## config.mk

```make
export PLATFORM = sky130hd
export DESIGN_NAME = bdeq_rsp_queue
export DESIGN_NICKNAME = d
export VERILOG_FILES = /design/src/sv/bdeq_rsp_queue.sv
export SDC_FILE = /design/constraint.sdc
export NUM_CORES = 1
export LEC_CHECK = 0
export CAP_MARGIN = 20
export CORE_MARGIN = 2
export CORE_UTILIZATION = 40
export CTS_BUF_LIST = sky130_fd_sc_hd__clkbuf_16
export CTS_CLUSTER_DIAMETER = 100
export DETAILED_ROUTE_END_ITERATION = 16
export DONT_BUFFER_PORTS = 1
export PLACE_DENSITY_LB_ADDON = 0.25
export SLEW_MARGIN = 20
export SYNTH_ARGS = -nofsm -noshare
export SYNTH_HDL_FRONTEND = slang
export SYNTH_SLANG_ARGS = --single-unit
```

## constraint.sdc

```tcl
create_clock -name clock -period 11.1 [get_ports clock]
set_input_delay 1.665 -clock clock [delete_from_list [all_inputs] [get_ports clock]]
set_output_delay 1.665 -clock clock [all_outputs]
set_load 0.005 [all_outputs]
```

## src/sv/bdeq_rsp_queue.sv

```systemverilog
// ----------------------------------------------------------------------------
// bdeq_rsp_queue
// two-entry result queue between the core and the result channel
// ----------------------------------------------------------------------------
module bdeq_rsp_queue #(
   parameter int DATA_BITS = 80
) (
   input  logic                 clock,
   input  logic                 reset,
   input  logic                 push_valid,
   input  logic [DATA_BITS-1:0] push_data,
   output logic                 has_room,
   output logic                 out_valid,
   output logic [DATA_BITS-1:0] out_data,
   input  logic                 out_ready
);

   logic [DATA_BITS-1:0] slot0_ff, slot0_in;
   logic [DATA_BITS-1:0] slot1_ff, slot1_in;
   logic [1:0]           count_ff, count_in;
   logic                 pop;

   assign out_valid = (count_ff != 2'd0);
   assign out_data  = slot0_ff;
   assign has_room  = (count_ff != 2'd2);
   assign pop       = out_valid & out_ready;

   always_comb begin
      slot0_in = slot0_ff;
      slot1_in = slot1_ff;
      count_in = count_ff;
      priority if (pop && push_valid) begin
         if (count_ff == 2'd1) begin
            slot0_in = push_data;
         end else begin
            slot0_in = slot1_ff;
            slot1_in = push_data;
         end
      end else if (pop) begin
         slot0_in = slot1_ff;
         count_in = count_ff - 2'd1;
      end else if (push_valid) begin
         if (count_ff == 2'd0) begin
            slot0_in = push_data;
         end else begin
            slot1_in = push_data;
         end
         count_in = count_ff + 2'd1;
      end
   end

   always_ff @(posedge clock) begin
      slot0_ff <= slot0_in;
      slot1_ff <= slot1_in;
      if (reset) begin
         count_ff <= 2'd0;
      end else begin
         count_ff <= count_in;
      end
   end

endmodule

```

# ---- Word level (Yosys, flattened, before mapping)
# Index checks and enable logic that the tools add are counted.
dict set report word_totals {
  regBits 162
  inputBits 84
  wordCells 34
  out_inout_bits 82
}
dict set report classes {
  mux 12
  add_sub_neg 2
  eq_ne 5
  bitwise 2
  n_reduce_logical 10
}
# operator n
set ops {}
lappend ops {{2-to-1 mux 80 bit} 10}
lappend ops {{inequality test 2 bit, second input constant} 3}
lappend ops {{nonzero test 2 bit} 3}
lappend ops {{nonzero test 3 bit} 2}
lappend ops {{2-to-1 mux 2 bit} 2}
lappend ops {{AND reduction 2 bit} 2}
lappend ops {{AND reduction 4 bit} 1}
lappend ops {{adder 2 x 1 -> 2 bit, second input constant} 1}
lappend ops {{== test 2 x 1 -> 1 bit, second input constant} 1}
lappend ops {{logical NOT 2 bit} 1}
lappend ops {{inequality test 2 x 1 -> 1 bit, second input constant} 1}
lappend ops {{subtractor 2 x 1 -> 2 bit, second input constant} 1}
lappend ops {{bitwise AND 1 bit} 1}
lappend ops {{logical AND 1 bit} 1}
lappend ops {{inverter 1 bit} 1}

# ---- Depth between registers and ports, before layout
dict set report depth {
  word_depth 5
  ltp_mapped 8
  ltp_nobuf 7
}

# ---- Least setup slack after synthesis
# No wires, ideal clock.
dict set report synth_path {
  path_kind {input port to flip-flop}
  from {input out_ready}
  to {register slot1_ff[0] (enable)}
  t_arrival_ns 5.690
  path_stages 5
  setup_time_ns 0.519
  slack_ns 4.891
  path_buffers 0
  required_time_ns 10.581
  cell_sequence {nor2b_4 > ha_1 > nor2b_1 > a31oi_1 > nor2_1}
}
dict set report synth_between {
  elab_chain_len 4
  word_cells_on_any_way 7
  classes_between {3 x eq/ne; 1 x bitwise; 3 x reduce/logical}
}
# element line
set synth_rtl {}
lappend synth_rtl {{start, declared} 15} ;# input logic out_ready
lappend synth_rtl {{bitwise AND 1 bit *} 26} ;# assign pop = out_valid & out_ready;
lappend synth_rtl {{logical AND 1 bit} 32} ;# priority if (pop && push_valid) begin
lappend synth_rtl {{inequality test 2 bit (no source line) (tied with other cells)} -}
lappend synth_rtl {{AND reduction 4 bit (no source line) *} -}
lappend synth_rtl {{end signal, assigned} 54} ;# slot1_ff <= slot1_in;
lappend synth_rtl {{end, declared} 19} ;# logic [DATA_BITS-1:0] slot1_ff, slot1_in;
# Mark *: on every way between the ends. The rest lies on a longest branch, timed or not.
# A chain may end at the register's enable or synchronous reset.

# ---- Worst setup path in the final report
dict set report layout_path {
  from {input out_ready}
  to {register slot1_ff[17] (enable)}
}
# Same word-level chain as after synthesis.

==> qor.csv <==
metric,value,unit
power.total,2.10,mW
finalHoldViolCount,0,
rsz0062_at_grt,no,
hpwl,6070,um
top_layer_used,met4,
slew_violations,0,
die_area,16000,um2
num_vias,2442,
worst_pin_slew,1.04,ns
avgViaCountPerCell,5.06,
synth_edf_count,160,
cp.required,11.15,ns
gr-usage-all-layers,0.130,
grt_pass1_wl,15400,um
nNetsFinal,375,
htree_levels,4,
cts_tree,done,
cts_buffer_depth,2,
setup_slack,7.21,ns
drt_first_pass_iters,4,
avgSynthCellArea,22.1,um2
setup_viol,0,
yosys-top-cells-area,"edfxtp_1 (80%), mux2_2 (14%), mux2_1 (1.5%), buf_6 (1.1%), ha_1 (1.0%)",
numPlacedInstances,450,
power_switching,0.545,mW
synthCells,272,
clock_latency,0.41,ns
worst_r2r_path_depth,8,
met2_length,4850,um
drive_gt1_frac,0.361,
antenna_found_initial,0,
diodes,0,
yosysSeqAreaShare,0.807,
p_int,1.56,mW
clkSinkCount,162,
fill_cells,1208,
peakVddDrop,0.000291,V
power_density,307,nW/um2
min_from,slot1_ff[45]$_DFFE_PP_,
synth_cell_types,17,
start_kind,primary input,
drc_errors,0,
cts_setup_buffers,0,
async_reset_ff_frac,0,
start_util,0.411,
ys_warn_count,0,
wl_met3,924,um
critPathCapture,slot1_ff[17]$_DFFE_PP_,
synth.most_common_cell,edfxtp_1,
synth_flop_cell,edfxtp_1,
wl_per_cell,20.9,um
worstPathMaxFanout,46,
cts_hold_buffers,0,
crit_path_start,out_ready,
timing.fmax,257,MHz
final_antenna_net_count,0,
coreArea,14600,um2
num_io_pins,166,
die-width,126,um
fin_skew,0.00750,ns
clkTransAtPathRegs,0.06,ns
period_needed,3.89,ns
seqPwrFrac,0.533,
grt_pass1_vias,2496,
met1_length,4150,um
whs,0.524,ns
totalWireLength,10100,um
critPathKind,primary input to flop,
stdcell_count,483,
leakagePower,2.31,nW
cts_inserted_buffers,17,
min_path_type,flop to flop,
pwr-share-comb,0.170,
place.port_buffers,0,
rows,44,
syn_area,6000,um2
synth_largest_area_cell,edfxtp_1,
grt_overflow,0,
setup_tns,0,ns
slew-limit-headroom,0.308,
grt_max_degree,81,
min_period_over_period,0.350,
netSwitchingFraction,0.259,
syn-num-nets,361,
worst-r2r-setup-slack,7.74,ns
fp.dieH,126,um
r2r-start,count_ff[0]$_SDFFE_PP0P_,
drt_iter0_drc,155,
gp_congestion,0.717,
cts_resized,0,
place_ws,6.75,ns
cts-root-buf,clkbuf_16,
status,completed,
crit_arrival,3.93,ns
reg2reg_to,slot1_ff[17]$_DFFE_PP_,
ys_ff_latch,162,
end_kind,flop,
maxCapViolCount,0,
synth_common_cells,"edfxtp_1 (160), mux2_2 (72), mux2_1 (8)",
area_growth_syn_to_layout,14.1,%
p_clk_frac,0.297,
yosysTopAreaCellShare,0.801,
-- state kept, by name, indices dropped and copies added (netlist names) --
signal / flops
count_ff: 2
out_data: 80
slot1_ff: 80
-- worst max-delay path: stages --
cell     delay, ns
nor2b_4       0.22
ha_1          0.19
nor2b_1       0.26
a31oi_1       0.11
nor2_4        0.77
buf_4         0.64
-- kinds of logic after synthesis --
| group | Yosys count | synth area share |
|---|---|---|
| mux | 80 | 0.150 |
| simple gates | 4 | 0.00459 |
| flops | 162 | 0.807 |
| xor+xnor | 2 | 0.00292 |
| buf+inv | 14 | 0.0175 |
| fa+ha+maj | 5 | 0.0104 |
| compound gates | 5 | 0.00709 |
-- per-stage QoR --
| step | instance area [um2] | util |
|---|---|---|
| 2_1_floorplan | 6000 | - |
| 3_3_place_gp | 6180 | 0.423 |
| 3_5_place_dp | 6180 | 0.423 |
| 4_1_cts | 6820 | 0.467 |
| 5_1_grt | 6850 | 0.469 |
| 6_report | 6850 | 0.469 |
-- power groups by stage --
stage / Combinational [mW] / Clock, mW / Sequential [mW]
2_1_floorplan: 0.298 / 0 / 1.11
3_3_place_gp: 0.356 / 0 / 1.14
3_5_place_dp: 0.360 / 0 / 1.14
4_1_cts: 0.362 / 0.644 / 1.13
5_1_grt: 0.397 / 0.665 / 1.15
6_report: 0.357 / 0.625 / 1.12
-- placed cells by master (no fill, tap or decap), drive strengths merged --
master and n:
edfxtp 160, mux2 80, clkbuf 17, inv 8
clkinv 8, ha 5, bufinv 5, buf 3
xor2 2, dfxtp 2, nor2b 2, a21oi 2
nor2 2, a21o 1, a31oi 1, o21a 1
-- routing by layer --
metal,GRT usage,vias to the layer above
li1,-,1102
met1,0.155,1221
met2,0.192,103
met3,0.0666,16
met4,0.0705,0
met5,0,-
-- area by class of cell --
cell class              instances  area, um2  share of cell area
repair buffers                  3       42.5             0.00621
flip-flops and latches        162       4840               0.708
multi-input cells              96       1070               0.156
inverters                       6       22.5             0.00329
clock inverters                15        215              0.0314
well taps                     184        230              0.0336
clock buffers                  17        425              0.0621
-- worst min-delay path by stage --
stage	end	depth (start not counted)
after CTS	out_data[45]$_DFFE_PP_	1
after global routing	out_data[45]$_DFFE_PP_	1
final	out_data[45]$_DFFE_PP_	1
after detailed placement	out_data[45]$_DFFE_PP_	1
after floorplan	out_data[10]$_DFFE_PP_	1
after global placement	out_data[45]$_DFFE_PP_	1
No activity file was read; power rests on OpenSTA's default activity.
